==> src/sv/arwc_pkg.sv <==
// shared constants, codes and types of the anti-replay window check
package arwc_pkg;

   localparam int unsigned WORD_BITS_DEFAULT = 64;
   localparam int unsigned WORDS_DEFAULT = 32;
   localparam logic [63:0] REJECT_LIMIT_RESET = 64'd18446744073709549630;

   typedef enum logic [1:0] {
      ST_ACCEPT = 2'd0,
      ST_LIMIT  = 2'd1,
      ST_OLD    = 2'd2,
      ST_DUP    = 2'd3
   } status_type;

   typedef enum logic [1:0] {
      S_IDLE,
      S_EVAL_A,
      S_EVAL_B,
      S_COMMIT
   } state_type;

   typedef struct packed {
      logic load;
      logic eval_a;
      logic eval_b;
      logic commit;
   } cmd_type;

endpackage

==> src/sv/arwc_ctrl.sv <==
// sequencer for one nonce check and the result word handshake
module arwc_ctrl (
   input  logic             clock,
   input  logic             reset,
   input  logic             req_tvalid,
   output logic             req_tready,
   output logic             rsp_tvalid,
   input  logic             rsp_tready,
   output arwc_pkg::cmd_type cmd
);
   import arwc_pkg::*;

   state_type state_ff, state_in;
   logic      rsp_valid_ff, rsp_valid_in;

   always_ff @(posedge clock) begin
      if (reset) begin
         state_ff     <= S_IDLE;
         rsp_valid_ff <= 1'b0;
      end else begin
         state_ff     <= state_in;
         rsp_valid_ff <= rsp_valid_in;
      end
   end

   always_comb begin
      state_in     = state_ff;
      cmd          = '0;
      rsp_valid_in = rsp_valid_ff && !rsp_tready;
      req_tready   = 1'b0;
      case (state_ff)
         S_IDLE: begin
            req_tready = 1'b1;
            if (req_tvalid) begin
               cmd.load = 1'b1;
               state_in = S_EVAL_A;
            end
         end
         S_EVAL_A: begin
            cmd.eval_a = 1'b1;
            state_in   = S_EVAL_B;
         end
         S_EVAL_B: begin
            cmd.eval_b = 1'b1;
            state_in   = S_COMMIT;
         end
         S_COMMIT: begin
            // hold until the result register is free or being emptied
            if (!rsp_valid_ff || rsp_tready) begin
               cmd.commit   = 1'b1;
               rsp_valid_in = 1'b1;
               state_in     = S_IDLE;
            end
         end
         default: state_in = S_IDLE;
      endcase
   end

   assign rsp_tvalid = rsp_valid_ff;

endmodule

==> src/sv/arwc_dpath.sv <==
// window state, bitmap ring and the compare logic of the nonce check
module arwc_dpath #(
   parameter int unsigned WORD_BITS = arwc_pkg::WORD_BITS_DEFAULT,
   parameter int unsigned WORDS     = arwc_pkg::WORDS_DEFAULT
) (
   input  logic                clock,
   input  logic                reset,
   input  arwc_pkg::cmd_type   cmd,
   input  logic [63:0]         nonce,
   input  logic                cfg_wr,
   input  logic [63:0]         cfg_data,
   output arwc_pkg::status_type status
);
   import arwc_pkg::*;

   localparam int unsigned IDX_W       = $clog2(WORDS);
   localparam int unsigned DIST_W      = $clog2(WORDS) + 1;
   localparam int unsigned BIT_W       = $clog2(WORD_BITS);
   localparam int unsigned WINDOW_SIZE = (WORDS - 1) * WORD_BITS;

   logic [63:0]          nonce_ff, highest_ff, highest_in, limit_ff;
   logic                 limit_hit_ff, fwd_ff, old_ff;
   logic [DIST_W-1:0]    span_ff;
   logic [WORD_BITS-1:0] rd_word_ff;
   logic [WORDS-1:0]     valid_ff, valid_in;
   logic [WORD_BITS-1:0] seen_mem_ff [WORDS];
   status_type           status_ff, status_in;

   logic [63:0]          word_new, word_old, word_gap, nonce_gap;
   logic [IDX_W-1:0]     slot, old_slot;
   logic [BIT_W-1:0]     bit_idx;
   logic [WORDS-1:0]     clr_mask;
   logic [WORD_BITS-1:0] cur_word, set_word;
   logic                 dup, do_write;
   logic [DIST_W-1:0]    span_in;

   assign word_new  = nonce_ff / 64'(WORD_BITS);
   assign word_old  = highest_ff / 64'(WORD_BITS);
   assign slot      = IDX_W'(word_new % 64'(WORDS));
   assign old_slot  = IDX_W'(word_old % 64'(WORDS));
   assign bit_idx   = BIT_W'(nonce_ff % 64'(WORD_BITS));
   assign word_gap  = word_new - word_old;
   assign nonce_gap = highest_ff - nonce_ff;
   assign span_in   = (word_gap >= 64'(WORDS)) ? DIST_W'(WORDS) : word_gap[DIST_W-1:0];

   // ring distance of each word past the old top word, zero counts as a full turn
   always_comb begin
      logic [DIST_W-1:0] ring_ofs;
      for (int j = 0; j < WORDS; j++) begin
         if (IDX_W'(j) >= old_slot)
            ring_ofs = DIST_W'(j) - DIST_W'(old_slot);
         else
            ring_ofs = DIST_W'(j) + DIST_W'(WORDS) - DIST_W'(old_slot);
         if (ring_ofs == '0)
            ring_ofs = DIST_W'(WORDS);
         clr_mask[j] = fwd_ff && (ring_ofs <= span_ff);
      end
   end

   assign cur_word = clr_mask[slot] ? '0 : rd_word_ff;
   assign dup      = cur_word[bit_idx];
   assign set_word = cur_word | (WORD_BITS'(1) << bit_idx);

   always_comb begin
      status_in  = status_ff;
      highest_in = highest_ff;
      valid_in   = valid_ff;
      do_write   = 1'b0;
      if (cmd.commit) begin
         if (limit_hit_ff) begin
            status_in = ST_LIMIT;
         end else if (old_ff) begin
            status_in = ST_OLD;
         end else begin
            valid_in = valid_ff & ~clr_mask;
            if (fwd_ff)
               highest_in = nonce_ff;
            if (dup) begin
               status_in = ST_DUP;
            end else begin
               status_in      = ST_ACCEPT;
               valid_in[slot] = 1'b1;
               do_write       = 1'b1;
            end
         end
      end
   end

   always_ff @(posedge clock) begin
      if (reset) begin
         highest_ff <= '0;
         limit_ff   <= REJECT_LIMIT_RESET;
         valid_ff   <= '0;
      end else begin
         highest_ff <= highest_in;
         valid_ff   <= valid_in;
         if (cfg_wr)
            limit_ff <= cfg_data;
      end
   end

   always_ff @(posedge clock) begin
      status_ff <= status_in;
      if (cmd.load)
         nonce_ff <= nonce;
      if (cmd.eval_a) begin
         limit_hit_ff <= (highest_ff >= limit_ff) || (nonce_ff >= limit_ff);
         fwd_ff       <= nonce_ff > highest_ff;
      end
      if (cmd.eval_b) begin
         old_ff     <= !fwd_ff && (nonce_gap > 64'(WINDOW_SIZE));
         span_ff    <= span_in;
         rd_word_ff <= valid_ff[slot] ? seen_mem_ff[slot] : '0;
      end
      if (do_write)
         seen_mem_ff[slot] <= set_word;
   end

   assign status = status_ff;

endmodule

==> src/sv/anti_replay_window_check_top.sv <==
// top level of the anti-replay window check
//
// channel   direction  signals                      payload
// req       in         req_tvalid/tready/tdata      [63:0] nonce
// rsp       out        rsp_tvalid/tready/tdata      [1:0] status, [7:2] zero
// csr       in         csr_valid/ready/data         [63:0] reject_limit
//
// each nonce passes through these steps in order: accept, limit and forward compares, age compare
// with the bitmap word read, then commit into the result register
// the commit waits while an earlier result word is still held by rsp_tready
// synchronous reset clears the top nonce and the word valid bits and reloads the reset limit
// csr writes are always taken and belong between checks
module anti_replay_window_check_top #(
   parameter int unsigned WORD_BITS = arwc_pkg::WORD_BITS_DEFAULT,
   parameter int unsigned WORDS     = arwc_pkg::WORDS_DEFAULT
) (
   input  logic        clock,
   input  logic        reset,
   input  logic        req_tvalid,
   output logic        req_tready,
   input  logic [63:0] req_tdata,   // [63:0] nonce
   output logic        rsp_tvalid,
   input  logic        rsp_tready,
   output logic [7:0]  rsp_tdata,   // [1:0] status, [7:2] zero
   input  logic        csr_valid,
   output logic        csr_ready,
   input  logic [63:0] csr_data     // [63:0] reject_limit
);
   import arwc_pkg::*;

   cmd_type    cmd;
   status_type status;

   assign csr_ready = 1'b1;

   arwc_ctrl u_ctrl (
      .clock      (clock),
      .reset      (reset),
      .req_tvalid (req_tvalid),
      .req_tready (req_tready),
      .rsp_tvalid (rsp_tvalid),
      .rsp_tready (rsp_tready),
      .cmd        (cmd)
   );

   arwc_dpath #(
      .WORD_BITS (WORD_BITS),
      .WORDS     (WORDS)
   ) u_dpath (
      .clock    (clock),
      .reset    (reset),
      .cmd      (cmd),
      .nonce    (req_tdata),
      .cfg_wr   (csr_valid && csr_ready),
      .cfg_data (csr_data),
      .status   (status)
   );

   assign rsp_tdata = {6'b0, status};

endmodule

==> config.mk <==
export PLATFORM = sky130hd
export DESIGN_NAME = anti_replay_window_check_top
export DESIGN_NICKNAME = d
export VERILOG_FILES = /design/src/sv/arwc_pkg.sv /design/src/sv/arwc_ctrl.sv /design/src/sv/arwc_dpath.sv /design/src/sv/anti_replay_window_check_top.sv
export SDC_FILE = /design/constraint.sdc
export NUM_CORES = 2
export LEC_CHECK = 0
export BUFFER_PORTS_ARGS = -buffer_cell sky130_fd_sc_hd__buf_2
export CAP_MARGIN = 20
export CORE_MARGIN = 2
export CORE_UTILIZATION = 50
export DETAILED_ROUTE_END_ITERATION = 10
export GPL_TIMING_DRIVEN = 1
export PLACE_DENSITY = 0.68
export SYNTH_ARGS = -nofsm -noshare
export SYNTH_HDL_FRONTEND = slang
export SYNTH_HIERARCHICAL = 1
export SYNTH_SLANG_ARGS = --single-unit
==> constraint.sdc <==
create_clock -name clock -period 10 [get_ports clock]
set_input_delay 1 -clock clock [delete_from_list [all_inputs] [get_ports clock]]
set_output_delay 1 -clock clock [all_outputs]
set_load 0.05 [all_outputs]
==> impl_results.rst <==
.. list-table::
   :header-rows: 1

   * - Metric
     - Value
   * - Outcome
     - completed
   * - Post-CTS Repair Setup Buffers
     - 0
   * - Total half-perimeter wirelength after legalization and detailed placement
     - 195300 um
   * - Critical-path cell with the highest stage delay
     - nor2_4
   * - Number of instances resized during post-cts repair
     - 0
   * - Pin slew with the least headroom to its limit
     - ~1.2 ns
   * - Number of sinks driven by the clock tree
     - ~2400
   * - Unrepaired setup endpoints after global routing
     - false
   * - Count of warnings emitted by yosys
     - 6
   * - PortBufs
     - 136
   * - Cells after Synth
     - around 6800
   * - Core footprint
     - 211700 sq um
   * - Relative slew margins
     - 17.34%
   * - Post-synthesis cell area
     - 106300 sq um
   * - Slowest cell delay on critical path
     - about 0.88 ns
   * - Number of enable flip-flop cells after synthesis
     - between 2000 and 2500
   * - Most common flop cell mapped by yosys
     - edfxtp_1
   * - Filler cell count in the final layout
     - around 16000
   * - Clock edge transition at the registers on the reported setup and hold paths
     - 0.07 ns
   * - Vias in the first global route
     - between 60000 and 70000
   * - Die Ht
     - between 400 and 500 um
   * - Flip-flop and latch count after synthesis
     - between 2000 and 2500
   * - Most frequent cell after synthesis
     - edfxtp_1
   * - Netlist cell types
     - 105
   * - Achievable Freq
     - between 100 and 150 MHz
   * - Max cap viols
     - 0
   * - Reg-to-reg critical path startpoint
     - u_dpath/highest_ff[6]
   * - Number of stages on the worst hold path
     - 1
   * - Starting density of the core
     - between 50% and 60%
   * - Top-level I/O count
     - 144
   * - Worst Path Arrival
     - about 8.0 ns
   * - Most frequent cells after synthesis
     - edfxtp_1, mux4_2, ha_1, nand2_1, a21oi_1
   * - Total number of H-tree levels
     - 4
   * - Area of the die
     - between 200000 and 250000 sq um
   * - Average cell area after synthesis
     - 15.73 sq um
   * - Layout Area Growth over Synthesis
     - 12.13%
   * - Worst Reg2Reg Path Length in Cells
     - 19
   * - Multi-input gate area in the final layout
     - between 30000 and 40000 sq um
   * - Static leakage
     - 41.24 nW
   * - Count of hold buffers inserted by post-cts repair
     - 0
   * - Synth async-reset ratio
     - 0%
   * - Net count reported at finish
     - approximately 7500
   * - Critical Path RT
     - about 11 ns
   * - Detailed-route wire length
     - 322700 um
   * - Area share of the largest cell type after synthesis
     - 61.78%
   * - Share of cells above drive strength 1
     - between 10% and 20%
   * - Num CTS Buffers
     - 228
   * - Initial antenna violation count
     - 7
   * - Total negative slack
     - 0 ns
   * - Largest fanout of any net on the critical path
     - 25
   * - Global-route congestion overflow total
     - 0
   * - Capturing point of the worst reg2reg path
     - u_dpath/seen_mem_ff[10][46]
   * - Max IR drop VDD
     - ~0.22 mV
   * - Number of iterations in the first detailed-routing pass
     - 6
   * - CP endpoint kind
     - flop
   * - CTS tree
     - yes
   * - Largest cells by area after synthesis
     - edfxtp_1, mux4_2, ha_1
   * - Latest clock arrival within the worst-skew pair
     - ~0.89 ns
   * - Clock tree skew after final layout
     - ~0.073 ns
   * - Fraction of the yosys area taken by sequential cells
     - between 60% and 70%
   * - FF-to-FF setup slack
     - roughly 2.5 ns
   * - Largest area contributor in the synthesized netlist
     - edfxtp_1
   * - Final-report hold violation count
     - 0
   * - Pwr dens
     - between 200 and 250 nW/um^2
   * - Startpoint types
     - flop
   * - Count of final max-slew check failures
     - 0
   * - Average vias per placed instance
     - 6.711
   * - Hold Crit Class
     - in2reg
   * - Gr usage total
     - around 29%
   * - Period utilization
     - between 70 and 80%
   * - Hold Path End
     - u_dpath/nonce_ff[46]
   * - Antenna viol nets, final
     - 0
   * - Post-layout min period
     - between 7 and 8 ns
   * - Site Rows
     - 169
   * - Critical path class
     - reg2reg
   * - Drc violations
     - 0
   * - Wire length per cell
     - about 32 um
   * - Origin of the worst min-delay path
     - req_tdata[46]
   * - Die Width
     - 465.1 um
   * - Clock Root Buffer
     - clkbuf_16
   * - Final-report setup violation count
     - 0
   * - RD Place Congestion
     - between 0.9 and 1
   * - Critical Path, Cell by Cell
     - buf_4, inv_1, ha_1, a21oi_1, xnor2_1, inv_1, nand2_1, nand2_1, ha_1, and4_1, a21oi_1, a32oi_1, a2111oi_0, a2111oi_0, o31ai_1, nor3_2, or3_1, nor2_4, buf_4
   * - DRC marker count from the first detailed-route iteration
     - roughly 9600
   * - Power, Total
     - 26.90 mW
   * - FF+latch area
     - 68940 sq um
   * - Overall via count from detail_route
     - roughly 67000
   * - Maximum number of buffers from clock root to sink
     - 3
   * - Pin count of the biggest net entering global routing
     - 126
   * - First-pass GRT wire length
     - approximately 460000 um
-- worst max-delay path by stage --
stage | slack, ns | from | to | cells after the start
after floorplan | -0.64 | u_dpath/highest_ff[10] | u_dpath/seen_mem_ff[14][0] | 18
after global placement | 2.45 | u_dpath/highest_ff[6] | u_dpath/seen_mem_ff[31][46] | 19
after detailed placement | 2.33 | u_dpath/highest_ff[6] | u_dpath/seen_mem_ff[31][46] | 19
after CTS | 2.42 | u_dpath/highest_ff[6] | u_dpath/seen_mem_ff[31][6] | 19
after global routing | 2.22 | u_dpath/highest_ff[6] | u_dpath/seen_mem_ff[10][50] | 19
final | 2.54 | u_dpath/highest_ff[6] | u_dpath/seen_mem_ff[10][46] | 19
-- cells by family (layout without fill, tap and decap cells) --
kind of cell / Yosys count / after routing / share of synthesized area (%)
DFF: 2350 / 2350 / 64.85
AOI/OAI and AO/OA: 1548 / 1548 / 10.07
and+or+nand+nor: 1077 / 1077 / 4.859
buffers and inverters: 666 / 1039 / 2.488
muxes: 556 / 556 / 11.51
adders and majority gates: 454 / 454 / 5.358
xor gates and xnor gates: 105 / 105 / 0.8651
other: 2 / 9 / 0.007064
-- flip-flops by register name, summed over array words and instances (netlist names) --
signal                count
u_dpath/seen_mem_ff    2048
u_dpath/nonce_ff         64
u_dpath/rd_word_ff       64
u_dpath/fwd_ff            1
u_dpath/limit_ff         64
u_dpath/highest_ff       64
u_dpath/status            2
u_dpath/old_ff            1
u_ctrl/rsp_tvalid         1
u_ctrl/state_ff           2
u_dpath/span_ff           6
u_dpath/valid_ff         32
u_dpath/limit_hit_ff      1
-- where the power goes --
part	switching [mW]	total (mW)	internal [mW]
Combinational	4.06	6.18	2.13
Clock	3.77	8.74	4.97
Sequential	0.233	12.0	11.7
Total	8.06	26.9	18.8
-- cell usage in the layout, fill, tap and decap left out, drive strengths merged, types with 11 or more instances in the layout --
cell | Yosys | final
a2111oi | 11 | 11
a211oi | 44 | 44
a21o | 152 | 152
a21oi | 337 | 337
a221oi | 86 | 86
a22o | 109 | 109
a22oi | 140 | 140
a31oi | 109 | 109
and2 | 13 | 13
and3 | 11 | 11
and4 | 35 | 35
buf | 154 | 315
bufinv | 0 | 28
clkbuf | 219 | 275
clkinv | 4 | 112
clkinvlp | 0 | 11
dfxtp | 163 | 163
edfxtp | 2187 | 2187
ha | 452 | 452
inv | 289 | 298
mux2i | 20 | 20
mux4 | 533 | 533
nand2 | 433 | 433
nand2b | 27 | 27
nand3 | 91 | 91
nand4 | 83 | 83
nor2 | 185 | 185
nor2b | 35 | 35
nor3 | 81 | 81
nor4 | 25 | 25
o2111ai | 15 | 15
o211ai | 88 | 88
o21a | 29 | 29
o21ai | 222 | 222
o21bai | 30 | 30
o22ai | 26 | 26
o31ai | 29 | 29
or3 | 17 | 17
xnor2 | 70 | 70
xor2 | 35 | 35
-- final cells by class --
type / instances / area share [%]
clock inverters: 156 / 1.408
repair buffers: 318 / 2.450
diodes: 2 / 0.004198
well taps: 2821 / 2.961
multi-input cells: 3747 / 29.44
inverters: 293 / 0.9226
flip-flops and latches: 2350 / 57.83
clock buffers: 272 / 4.986
-- per-stage QoR --
stage | utilization [%] | area (sq um) | hold WS [ns] | setup WS (ns) | std cells
after detailed placement | 52.38 | 110900 | 0.4490 | 2.330 | 9501
after global routing | 56.32 | 119200 | 0.2732 | 2.217 | 9957
final | 56.32 | 119200 | 0.3038 | 2.543 | 9959
after global placement | 52.37 | 110800 | 0.4447 | 2.450 | 9499
after floorplan | - | 106300 | 0.4363 | -0.6413 | 6763
after CTS | 55.98 | 118500 | 0.2533 | 2.421 | 9929
-- critical path: cells and delay by family (launching register included) --
kind,cells,cell delay (ns)
XOR/XNOR,1,0.37
AO/OA/AOI/OAI,6,1.63
flip-flops,1,0.29
buffers and inverters,4,1.51
AND/OR/NAND/NOR,6,2.19
adder cells (fa/ha/maj),2,1.09
-- routing by layer --
| metal | up-vias | part of all wire, % | track usage (%) |
|---|---|---|---|
| met3 | 557 | 10 | 5.464 |
| li1 | 27630 | - | - |
| met4 | 2 | 3.1 | 8.250 |
| met2 | 4115 | 46 | 45.62 |
| met1 | 34530 | 40 | 42.63 |
| met5 | - | 0.0040 | 0 |
No activity file was read; power rests on OpenSTA's default activity.
